===== config.mk =====
export PLATFORM = sky130hd
export DESIGN_NAME = detector_line_gap_interpolator_top
export DESIGN_NICKNAME = d
export VERILOG_FILES = /design/src/dlgi_pkg.sv /design/src/dlgi_ram.sv /design/src/dlgi_front.sv /design/src/dlgi_queue.sv /design/src/dlgi_back.sv /design/src/detector_line_gap_interpolator_top.sv
export SDC_FILE = /design/constraint.sdc
export NUM_CORES = 2
export LEC_CHECK = 0
export BUFFER_PORTS_ARGS = -buffer_cell sky130_fd_sc_hd__buf_2
export CORE_ASPECT_RATIO = 1.25
export CORE_UTILIZATION = 44
export DETAILED_ROUTE_END_ITERATION = 7
export GPL_ROUTABILITY_DRIVEN = 0
export HOLD_SLACK_MARGIN = 0.02
export SYNTH_ARGS = -nofsm -noshare
export SYNTH_HDL_FRONTEND = slang
export SYNTH_SLANG_ARGS = --single-unit

===== constraint.sdc =====
create_clock -name clk_i -period 10.1 [get_ports clk_i]
set_clock_uncertainty 0.1 [all_clocks]
set_input_delay 0.505 -clock clk_i [delete_from_list [all_inputs] [get_ports clk_i]]
set_output_delay 0.505 -clock clk_i [all_outputs]
set_load 0.03 [all_outputs]

===== src/dlgi_pkg.sv =====
// Shared types and constants for the line gap interpolator.
`default_nettype none
package dlgi_pkg;
  localparam int MaxLine = 64;
  localparam int IdxW = $clog2(MaxLine);
  localparam int CntW = $clog2(MaxLine + 1);
  localparam int ValW = 16;
  localparam int QDepth = 4;
  localparam int QPtrW = $clog2(QDepth);

  typedef struct packed {
    logic [ValW-1:0] sample_value;
    logic            is_detector;
    logic            last_in_line;
  } in_item_t;

  typedef struct packed {
    logic [5:0]      position;
    logic [ValW-1:0] filled_value;
    logic            last_of_line;
  } out_item_t;

  // Classified item handed from the front end to the back end.
  typedef struct packed {
    logic [ValW-1:0] sample_value;
    logic            is_detector;
    logic            keep;
    logic            close;
  } cmd_t;
endpackage
`default_nettype wire


===== src/dlgi_ram.sv =====
// Generic single-port-write, one-read RAM with registered read data.
`default_nettype none
module dlgi_ram #(
  parameter int Width = 16,
  parameter int Depth = 64
) (
  input  wire logic                     clk_i,
  input  wire logic                     we_i,
  input  wire logic [$clog2(Depth)-1:0] waddr_i,
  input  wire logic [Width-1:0]         wdata_i,
  input  wire logic [$clog2(Depth)-1:0] raddr_i,
  output      logic [Width-1:0]         rdata_o
);
  logic [Width-1:0] mem_q [Depth];
  always_ff @(posedge clk_i) begin
    if (we_i) mem_q[waddr_i] <= wdata_i;
    rdata_o <= mem_q[raddr_i];
  end
endmodule
`default_nettype wire


===== src/dlgi_front.sv =====
// Front end: counts line samples, marks dropped overflow items and line close.
`default_nettype none
module dlgi_front (
  input  wire logic              clk_i,
  input  wire logic              rst_ni,
  input  wire logic              start_i,
  input  wire dlgi_pkg::in_item_t in_i,
  input  wire logic              q_full_i,
  output      logic              busy_o,
  output      logic              push_o,
  output      dlgi_pkg::cmd_t    cmd_o
);
  logic [dlgi_pkg::CntW-1:0] cnt_q, cnt_d;
  assign busy_o = q_full_i;
  assign push_o = start_i && !q_full_i;
  always_comb begin
    cmd_o.sample_value = in_i.sample_value;
    cmd_o.is_detector  = in_i.is_detector;
    cmd_o.keep         = cnt_q < dlgi_pkg::CntW'(dlgi_pkg::MaxLine);
    cmd_o.close        = in_i.last_in_line;
    cnt_d = cnt_q;
    if (push_o) begin
      if (in_i.last_in_line) cnt_d = '0;
      else if (cmd_o.keep) cnt_d = cnt_q + 1'b1;
    end
  end
  always_ff @(posedge clk_i or negedge rst_ni) begin
    if (!rst_ni) cnt_q <= '0;
    else cnt_q <= cnt_d;
  end
endmodule
`default_nettype wire


===== src/dlgi_queue.sv =====
// Short FIFO of classified commands between front and back ends.
`default_nettype none
module dlgi_queue (
  input  wire logic           clk_i,
  input  wire logic           rst_ni,
  input  wire logic           push_i,
  input  wire dlgi_pkg::cmd_t data_i,
  input  wire logic           pop_i,
  output      logic           full_o,
  output      logic           empty_o,
  output      dlgi_pkg::cmd_t data_o
);
  dlgi_pkg::cmd_t ent_q [dlgi_pkg::QDepth];
  logic [dlgi_pkg::QPtrW-1:0] wp_q, rp_q;
  logic [dlgi_pkg::QPtrW:0]   n_q;
  assign full_o  = n_q == (dlgi_pkg::QPtrW+1)'(dlgi_pkg::QDepth);
  assign empty_o = n_q == '0;
  assign data_o  = ent_q[rp_q];
  always_ff @(posedge clk_i) begin
    if (push_i) ent_q[wp_q] <= data_i;
  end
  always_ff @(posedge clk_i or negedge rst_ni) begin
    if (!rst_ni) begin
      wp_q <= '0; rp_q <= '0; n_q <= '0;
    end else begin
      if (push_i) wp_q <= wp_q + 1'b1;
      if (pop_i) rp_q <= rp_q + 1'b1;
      n_q <= n_q + (dlgi_pkg::QPtrW+1)'(push_i) - (dlgi_pkg::QPtrW+1)'(pop_i);
    end
  end
endmodule
`default_nettype wire


===== src/dlgi_back.sv =====
// Back end: stores the line, runs the three fill passes and emits the line.
`default_nettype none
module dlgi_back (
  input  wire logic               clk_i,
  input  wire logic               rst_ni,
  input  wire logic               q_empty_i,
  input  wire dlgi_pkg::cmd_t     cmd_i,
  output      logic               pop_o,
  output      logic               valid_o,
  output      dlgi_pkg::out_item_t out_o
);
  localparam int IW = dlgi_pkg::IdxW;
  localparam int CW = dlgi_pkg::CntW;
  localparam int VW = dlgi_pkg::ValW;
  localparam int PW = VW + CW + 1;   // signed product width
  localparam int DW = IW + 1;        // divisor width

  typedef enum logic [3:0] {
    S_LOAD, S_SCAN, S_SCANW, S_HRD, S_HRDW, S_TRD, S_TRDW, S_GEN, S_DIV,
    S_NXT, S_NXTW, S_OUT, S_OUTW
  } st_e;
  typedef enum logic [1:0] { P_HEAD, P_TAIL, P_MID } pass_e;

  st_e st_q;
  pass_e pass_q;
  logic [CW-1:0] n_q, cnt_q, i_q, f_q, a_q, l_q;
  logic [IW:0]   len_q;
  logic          fnd_q;
  logic [VW-1:0] base_q, endv_q;
  logic signed [VW:0] dlt_q;
  // divider state
  logic [PW-1:0] rem_q, quo_q;
  logic [DW-1:0] div_q;
  logic [$clog2(PW+1)-1:0] dc_q;
  logic neg_q;

  logic we;
  logic [IW-1:0] waddr, raddr;
  logic [VW-1:0] wdata, rv;
  logic wmark, rm;

  dlgi_ram #(.Width(VW), .Depth(dlgi_pkg::MaxLine)) u_val (
    .clk_i, .we_i(we), .waddr_i(waddr), .wdata_i(wdata), .raddr_i(raddr), .rdata_o(rv));
  dlgi_ram #(.Width(1), .Depth(dlgi_pkg::MaxLine)) u_mark (
    .clk_i, .we_i(we && st_q == S_LOAD), .waddr_i(waddr), .wdata_i(wmark),
    .raddr_i(raddr), .rdata_o(rm));

  assign pop_o = st_q == S_LOAD && !q_empty_i;

  logic [CW-1:0] ncl;
  logic [PW-1:0] qv;
  logic [PW:0]   trial;
  always_comb begin
    ncl = cnt_q + CW'(cmd_i.keep);
    raddr = i_q[IW-1:0];
    we = 1'b0; waddr = cnt_q[IW-1:0];
    wdata = cmd_i.sample_value; wmark = cmd_i.is_detector;
    qv = neg_q ? (~quo_q + 1'b1) : quo_q;
    trial = {rem_q, quo_q[PW-1]} - {{(PW+1-DW){1'b0}}, div_q};
    if (pop_o && cmd_i.keep) we = 1'b1;
    if (st_q == S_DIV && dc_q == '0) begin
      we = 1'b1; waddr = i_q[IW-1:0];
      wdata = (pass_q == P_MID) ? VW'(base_q + qv[VW-1:0]) : qv[VW-1:0];
    end
  end

  always_ff @(posedge clk_i or negedge rst_ni) begin
    if (!rst_ni) begin
      st_q <= S_LOAD; cnt_q <= '0; valid_o <= 1'b0;
    end else begin
      valid_o <= st_q == S_OUTW;
      case (st_q)
        S_LOAD: if (pop_o) begin
          if (cmd_i.close) begin
            n_q <= ncl; cnt_q <= '0; i_q <= '0; f_q <= '0; fnd_q <= 1'b0;
            st_q <= (ncl == '0) ? S_LOAD : S_SCAN;
          end else begin
            cnt_q <= ncl;
          end
        end
        S_SCAN: st_q <= S_SCANW;
        S_SCANW: begin
          // find first detector
          if (rm) begin
            f_q <= i_q; i_q <= i_q; st_q <= (i_q == '0) ? S_NXT : S_HRD;
            a_q <= i_q; fnd_q <= 1'b1;
          end else if (i_q + 1'b1 == n_q) begin
            f_q <= '0; a_q <= '0; i_q <= '0; st_q <= S_NXT; fnd_q <= 1'b0;
          end else begin
            i_q <= i_q + 1'b1; st_q <= S_SCAN;
          end
        end
        S_HRD: st_q <= S_HRDW;       // reading v[f]
        S_HRDW: begin
          endv_q <= rv; pass_q <= P_HEAD; i_q <= '0; st_q <= S_GEN;
        end
        S_TRD: st_q <= S_TRDW;
        S_TRDW: begin
          endv_q <= rv; pass_q <= P_TAIL; i_q <= n_q - f_q; st_q <= S_GEN;
        end
        S_GEN: begin
          // set up product and divisor for position i_q
          dc_q <= ($clog2(PW+1))'(PW);
          rem_q <= '0;
          case (pass_q)
            P_HEAD: begin
              quo_q <= PW'(endv_q) * PW'(i_q); div_q <= DW'(f_q); neg_q <= 1'b0;
            end
            P_TAIL: begin
              quo_q <= PW'(endv_q) * PW'(n_q - 1'b1 - i_q);
              div_q <= DW'(f_q); neg_q <= 1'b0;
            end
            default: begin
              neg_q <= dlt_q[VW];
              quo_q <= PW'(dlt_q[VW] ? -dlt_q : dlt_q) * PW'(i_q - a_q);
              div_q <= DW'(len_q);
            end
          endcase
          st_q <= S_DIV;
        end
        S_DIV: begin
          if (dc_q != '0) begin
            dc_q <= dc_q - 1'b1;
            if (!trial[PW]) begin
              rem_q <= trial[PW-1:0]; quo_q <= {quo_q[PW-2:0], 1'b1};
            end else begin
              rem_q <= {rem_q[PW-2:0], quo_q[PW-1]}; quo_q <= {quo_q[PW-2:0], 1'b0};
            end
          end else begin
            case (pass_q)
              P_HEAD: if (i_q + 1'b1 == f_q) begin
                i_q <= n_q - 1'b1 - f_q; st_q <= S_TRD;
              end else begin
                i_q <= i_q + 1'b1; st_q <= S_GEN;
              end
              P_TAIL: if (i_q + 1'b1 == n_q) begin
                i_q <= f_q; a_q <= f_q; st_q <= S_NXT;
              end else begin
                i_q <= i_q + 1'b1; st_q <= S_GEN;
              end
              default: if (i_q + 1'b1 == l_q) begin
                i_q <= l_q; a_q <= l_q; st_q <= S_NXT;
              end else begin
                i_q <= i_q + 1'b1; st_q <= S_GEN;
              end
            endcase
          end
        end
        S_NXT: st_q <= S_NXTW;
        S_NXTW: begin
          // walk from anchor a_q; read value at anchor first, then find next mark
          if (i_q == a_q) begin
            if (rm) begin
              base_q <= rv; fnd_q <= 1'b1;
            end else fnd_q <= 1'b0;
            if (a_q + 1'b1 >= n_q) begin
              i_q <= '0; st_q <= S_OUT;
            end else begin
              i_q <= i_q + 1'b1; st_q <= S_NXT;
            end
          end else if (rm && fnd_q) begin
            l_q <= i_q; len_q <= (IW+1)'(i_q - a_q);
            dlt_q <= $signed({1'b0, rv}) - $signed({1'b0, base_q});
            pass_q <= P_MID;
            if (i_q == a_q + 1'b1) begin
              a_q <= i_q; st_q <= S_NXT;
            end else begin
              i_q <= a_q + 1'b1; st_q <= S_GEN;
            end
          end else if (rm) begin
            a_q <= i_q; st_q <= S_NXT;
          end else if (i_q + 1'b1 == n_q) begin
            i_q <= '0; st_q <= S_OUT;
          end else begin
            i_q <= i_q + 1'b1; st_q <= S_NXT;
          end
        end
        S_OUT: st_q <= S_OUTW;
        S_OUTW: begin
          out_o.position <= 6'(i_q);
          out_o.filled_value <= rv;
          out_o.last_of_line <= i_q + 1'b1 == n_q;
          if (i_q + 1'b1 == n_q) st_q <= S_LOAD;
          else begin
            i_q <= i_q + 1'b1; st_q <= S_OUT;
          end
        end
        default: st_q <= S_LOAD;
      endcase
    end
  end
endmodule
`default_nettype wire


===== src/detector_line_gap_interpolator_top.sv =====
// Top level of the detector line gap interpolator.
`default_nettype none
// Usage:
//  - Input channel: drive in_i and raise start_i; a transfer happens at a
//    clock edge with start_i high and busy_o low. One sample per transfer;
//    last_in_line closes the line. Samples past MaxLine are dropped, but
//    their close mark still counts.
//  - Result channel: done_o strobes for one cycle per result; the receiver
//    cannot hold results off. A closed line yields one result per kept sample.
//  - Samples can be loaded back to back while the back end is free; a
//    four-entry command queue absorbs samples of the next line while a line
//    is filled and emitted.
//  - Fill time is set by the bit-serial restoring divider in the back end,
//    which runs once per filled position, plus the detector search over the
//    scanned positions and the emission of each result.
//  - Reset clears the sample count, the queue and the sequencer; the line
//    store has no reset and is always written before it is read.
module detector_line_gap_interpolator_top (
  input  wire logic                clk_i,
  input  wire logic                rst_ni,
  input  wire logic                start_i,
  input  wire dlgi_pkg::in_item_t  in_i,
  output      logic                busy_o,
  output      logic                done_o,
  output      dlgi_pkg::out_item_t out_o
);
  logic push, pop, full, empty;
  dlgi_pkg::cmd_t cmd_in, cmd_out;

  // Classify: count the line, mark drops and close.
  dlgi_front u_front (
    .clk_i, .rst_ni, .start_i, .in_i, .q_full_i(full),
    .busy_o, .push_o(push), .cmd_o(cmd_in));

  // Decouple load from fill and emission.
  dlgi_queue u_queue (
    .clk_i, .rst_ni, .push_i(push), .data_i(cmd_in), .pop_i(pop),
    .full_o(full), .empty_o(empty), .data_o(cmd_out));

  // Store, fill and emit.
  dlgi_back u_back (
    .clk_i, .rst_ni, .q_empty_i(empty), .cmd_i(cmd_out), .pop_o(pop),
    .valid_o(done_o), .out_o);
endmodule
`default_nettype wire


---- Yosys cells after proc, flatten, opt, wreduce, memory -nomap -nowiden ----
Memories as Yosys holds them, arrays and structs flattened. A register that Yosys moved wholly into a read port is not among the register bits.
Index checks and enable logic that the tools add are counted.
cells by class
  add/sub/neg operators ................... 21
  multiply operators ...................... 3
  $lt $le $gt $ge ......................... 2
  equal/unequal tests ..................... 35
  multiplexer cells ....................... 82
  bitwise gates (word level) .............. 2
  reductions and logical operators ........ 39
operator list
  kind                     number
  $mux W7                  26
  $pmux W24 S2             3
  $mux W24                 4
  $mux W4                  13
  $pmux W7 S7              1
  $mux W16                 3
  $pmux W4 S12             1
  $pmux W7 S2              3
  $eq A7 B7 Y1             5
  $sub A25 B7 Y25          1
  $mul A16 B24 Y24         1
  $mul A24 B24 Y24         1
  $neg A17 Y24             1
  $sub A24 B7 Y24          1
  $mul A16 B7 Y23          1
  $add A7 B1 Y7 const B    3
  $pmux W7 S3              1
  $sub A7 B7 Y7            3
  $eq A4 B4 Y1 const B     5
  $sub A16 B16 Y17         1
  $add A16 B1 Y16 const B  1
  $add A16 B16 Y16         1
  $eq A4 B3 Y1 const B     4
  $mux W1                  16
  other kinds (48)         84
word-level totals
  register bits ........................... 204
  memory bits (writable) .................. 1164
  bits of input ports ..................... 21
  output and inout bits ................... 25
  logic and storage cells ................. 213
  memories ................................ 3
memory list
  memory               depth  width  read ports  clocked after Yosys merged registers in  write ports  line              text
  u_back.u_val.mem_q   64     16     1           1                                        1            dlgi_ram.sv:14    logic [Width-1:0] mem_q [Depth];
  u_queue.ent_q        4      19     1           0                                        1            dlgi_queue.sv:13  dlgi_pkg::cmd_t ent_q [dlgi_pkg::QDepth];
  u_back.u_mark.mem_q  64     1      1           1                                        1            dlgi_ram.sv:14

---- Logic depth before layout (Yosys ltp) ----
  depth in word-level cells ............... 9
  mapped depth ............................ 36
  gate-level depth less buffers ........... 34

---- Hierarchy ----
From an unflattened synthesis, not the netlist that was laid out.
second synthesis, totals
  cells, all modules ...................... 5057
  area, all modules ....................... 72176.7 µm²
modules (own cells, without submodules)
  module                    instances  cells each  area each (µm²)  sequential area each (µm²)
  dlgi_ram (u_back.u_val)   1          1829        40042.2          31069.8
  dlgi_back                 1          2829        25525.7          5645.4
  dlgi_queue                1          133         3131.8           2457.4
  dlgi_ram (u_back.u_mark)  1          205         2936.6           1941.9
  dlgi_front                1          61          540.5            175.2

---- Worst setup path before layout ----
No wires, ideal clock.
  path type ............................... reg2reg
  start ................................... reg u_back.i_q[1]
  end ..................................... reg u_back.quo_q[23], data pin
  setup time .............................. 0.259 ns
  data arrival time ....................... 8.462 ns
  data required time ...................... 9.741 ns
  slack ................................... 1.278 ns
  cell stages (with the launch flop) ...... 33
  path buffers ............................ 5
  clock period less this slack ............ 8.822 ns
  path through ............................ edfxtp_1 -> clkbuf_1 -> clkbuf_1 -> buf_1 -> inv_1 -> ha_1 -> nor2b_1 -> o21a_1 -> o21ai_0 -> a21oi_1 -> o311ai_0 -> clkbuf_1 -> clkbuf_1 -> nand2_1 -> fa_1 -> fa_1 -> fa_1 -> inv_1 -> fa_1 -> fa_1 -> inv_1 -> fa_1 -> inv_1 -> ha_1 -> and2_1 -> and3_1 -> nand3_1 -> a211oi_1 -> and4b_1 -> or3_1 -> and3_1 -> mux2i_1 -> a21oi_1
on the way
  cells in the longest elaborated chain, start to end .. 4
  elaborated cells on any way between the ends .. 6
  classes of those cells .................. 2 x add/sub; 2 x mul; 2 x mux
RTL lines
  what                                                  line                                text
  start, declared                                       dlgi_back.sv:26                     logic [CW-1:0] n_q, cnt_q, i_q, f_q, a_q, l_q;
  start signal, assigned                                dlgi_back.sv:85                     f_q <= i_q; i_q <= i_q; st_q <= (i_q == '0) ? S_NXT : S_HRD;
  $sub A24 B7 Y24 or $sub A7 B7 Y8 (tied branches)      dlgi_back.sv:110, dlgi_back.sv:115
  $mul A16 B24 Y24 or $mul A24 B24 Y24 (tied branches)  dlgi_back.sv:110, dlgi_back.sv:115
  $pmux W24 S2 *                                        dlgi_back.sv:105                    case (pass_q)
  $pmux W24 S2 *                                        dlgi_back.sv:72                     case (st_q)
  end signal, assigned                                  dlgi_back.sv:110                    quo_q <= PW'(endv_q) * PW'(n_q - 1'b1 - i_q);
  end signal, assigned                                  dlgi_back.sv:115                    quo_q <= PW'(dlt_q[VW] ? -dlt_q : dlt_q) * PW'(i_q - a_q);
  end signal, assigned                                  dlgi_back.sv:125                    rem_q <= trial[PW-1:0]; quo_q <= {quo_q[PW-2:0], 1'b1};
  end, declared                                         dlgi_back.sv:32                     logic [PW-1:0] rem_q, quo_q;
Every way passes the cells marked *; elsewhere a longest branch is shown, timed or not.
A chain may end at the register's enable or synchronous reset.

---- Worst setup path after layout ----
  start ................................... reg u_back.n_q[1]
  end ..................................... reg u_back.quo_q[22], data pin
on the way
  cells in the longest elaborated chain, start to end .. 5
RTL lines
  what                    line              text
  start, declared         dlgi_back.sv:26
  start signal, assigned  dlgi_back.sv:75   n_q <= ncl; cnt_q <= '0; i_q <= '0; f_q <= '0; fnd_q <= 1'b0;
  $sub A7 B1 Y8           dlgi_back.sv:110
  $sub A24 B7 Y24         dlgi_back.sv:110
  $mul A16 B24 Y24        dlgi_back.sv:110
  $pmux W24 S2            dlgi_back.sv:105
  $pmux W24 S2            dlgi_back.sv:72
No other way between the ends.

==> run metrics <==
clock buffer count from CTS=approximately 140; Setup TNS=0 ns; most common cell in the netlist=edfxtp_1; type of origin of the critical path=flip-flop; Slew Viols, Final=0; vias in the first global route=between 40000 and 50000; H-tree levels=4; status=completed; crit path DAT=around 9.9 ns; global-route wire length before repair=about 300000 um; Seq cells post-synth=1385; antenna violations before repair=13; Setup-failing EPs final=0; async set-reset flop share out of synthesis=0.01877; CP most frequent cell=fa_1; Final Cycle Share=0.9380; Post-synth EDFFs=between 1000 and 1500; # clock sinks=about 1400; synthesized area=a little under 80000 sq um; drt first pass iters=8; Bufs on Longest Clock Path=3; Final nets=6212; worst-skew pair later-pin latency=0.80 ns; core footprint=around 170000 sq um; Max transition margin=0.1254; Via Count=between 40000 and 50000; vias per inst=around 5.6; die height=469.3 um; Ports=46; full die area=around 180000 sq um; Syn. warnings=0; chip width=~380 um; Final ANT Viol Nets=0; max-cap viol count=0; crit end category=flip-flop; Synth Area per Inst=about 14 sq um; RSZ-0062 raised after global routing=false; Synth top area share=0.5244; CP Class=flip-flop to flip-flop; Area Overhead vs Synth=11.26%; drt wl/cell=around 25 um; fmax=about 110 MHz; Post-Synthesis Cells=5311; Crit path largest cell delay=0.72 ns; Final min period=9.474 ns; clock root buffer=clkbuf_16; largest net degree at the start of global routing=about 120; top_reg_cell synth=edfxtp_1; Yosys top cell by area=edfxtp_1; Core Util, Final=0.4928; Crit path required time=approximately 11 ns; Hold Violations, Final=0; hold_ws=about 0.22 ns; DR iter-0 viols=between 3000 and 4000; Critical Path Slowest Stage Cell=ha_1; GR Overflow Total=0; post-synthesis sequential area ratio=0.5373; final WL=195200 um; share of cells above drive strength 1=0.1522; DP HPWL=approximately 130000 um; Std-Cell Rows=171; largest cells by area after synthesis=edfxtp_1, fa_1, mux4_2; Hold Crit Class=input pin to async pin; Clk pin slew, worst setup/hold paths=~0.060 ns; Worst-Margin Slew=approximately 1.3 ns; synth unique cells=87; Initial Util=0.4429; GRT Total Usage=0.2248; CP max FO=16; CTS tree=built; DRC=0; port bufs=45; top cells by count, synth=edfxtp_1, inv_1, nand2_1, fa_1, mux4_2
[path summary, 6_finish.rpt]
check | start | endpoint | slack [ns] | depth (start not counted)
setup / recovery | u_back.n_q[1] | u_back.quo_q[22] | 0.63 | 30
hold / removal | rst_ni | u_back.st_q[3] | 0.22 | 3
setup reg to reg | u_back.n_q[1] | u_back.quo_q[22] | 0.63 | 30
hold reg to reg | u_queue.n_q[2] | u_queue.n_q[2] | 0.40 | 1
max in group asynchronous | rst_ni | u_front.cnt_q[0] | 9.34 | 3
min in group clk_i | start_i | u_front.cnt_q[0] | 0.23 | 4
[stage by stage]
stage	instances	instance area [sq um]	worst slack (ns)
detailed placement	7639	80610	0.7564
CTS	7919	85500	0.7327
global placement	7639	80610	0.9057
global route	7920	85510	0.2750
finish	7921	85510	0.6263
floorplan	5330	76920	1.278
[what timing repair did]
item	CTS	global route
endpoints found under the hold margin	105	0
gates resized for setup	0	0
buffers inserted	0	0
hold buffers	19	0
setup endpoints to repair	0	0
[per-layer routing]
| layer | wire length, um | up-vias | share of wire | global-route usage |
|---|---|---|---|---|
| met3 | 10230 | 317 | 0.052 | 0.03012 |
| met5 | 13 | - | 0.000067 | 0 |
| li1 | - | 19340 | - | - |
| met2 | 99160 | 1338 | 0.51 | 0.3838 |
| met1 | 78570 | 23000 | 0.40 | 0.2937 |
| met4 | 7227 | 2 | 0.037 | 0.08035 |
[final cells by class]
class                   count  area (sq um)
fillers                 14620         88010
flip-flops and latches   1385         41290
multi-input cells        3080         32550
clock buffers             182          3819
well taps                2335          2922
inverters                 630          2367
repair buffers            228          1672
clock inverters            79         883.3
diodes                      2         5.005
[registers in the layout, summed over array words and instances (netlist names), 17 cells and up]
register	cells
u_back.u_mark.mem_q	64
u_back.dlt_q	17
u_back.quo_q	24
u_back.out_o	23
u_back.rem_q	24
u_back.u_val.mem_q	1024
u_queue.ent_q	76
[placed cells by master (no fill, tap or decap), types with 12 or more instances in the layout]
cell type	synthesis	layout
and3_1	23	23
dfxtp_1	17	17
mux4_2	376	376
and2_1	127	127
o31ai_1	31	31
buf_2	0	45
nand3_1	50	49
a21o_1	32	30
o21ai_0	121	113
or3_1	19	19
a21oi_1	130	126
conb_1	2	21
mux2i_1	20	20
clkbuf_1	190	33
o21bai_1	12	12
xor2_1	60	60
nand2b_1	47	47
nor2b_1	53	53
clkbuf_16	0	146
edfxtp_1	1342	1342
ha_1	260	260
clkinv_2	0	22
buf_4	2	162
dlygate4sd3_1	0	19
bufinv_16	0	12
xnor2_1	172	171
fa_1	464	464
nor3_1	34	33
a31oi_1	21	20
nor2_1	286	284
inv_1	627	627
nand2_1	473	471
a211oi_1	28	28
o21a_1	16	15
clkinv_1	2	28
dfrtp_1	26	26
[worst max-delay path, delay by kind of cell, from the launching register on]
kind	cells	cell delay [ns]
compound gates	8	2.27
xor+xnor	1	0.18
fa+ha+maj	10	4.58
buf+inv	4	0.33
flops	1	0.51
mux	1	0.33
simple gates	6	0.90
[kinds of logic after synthesis]
family                   share of synthesized area
flip-flops                                  0.5373
AND/OR/NAND/NOR                            0.07250
buffers and inverters                      0.04272
adder cells (fa/ha/maj)                     0.1632
AO/OA/AOI/OAI                              0.04184
multiplexers                                0.1131
XOR/XNOR                                   0.02929
other                                   0.00009772
Power is not shown: default switching activity piles up to over one toggle a cycle in this logic, so the estimate is an artifact.
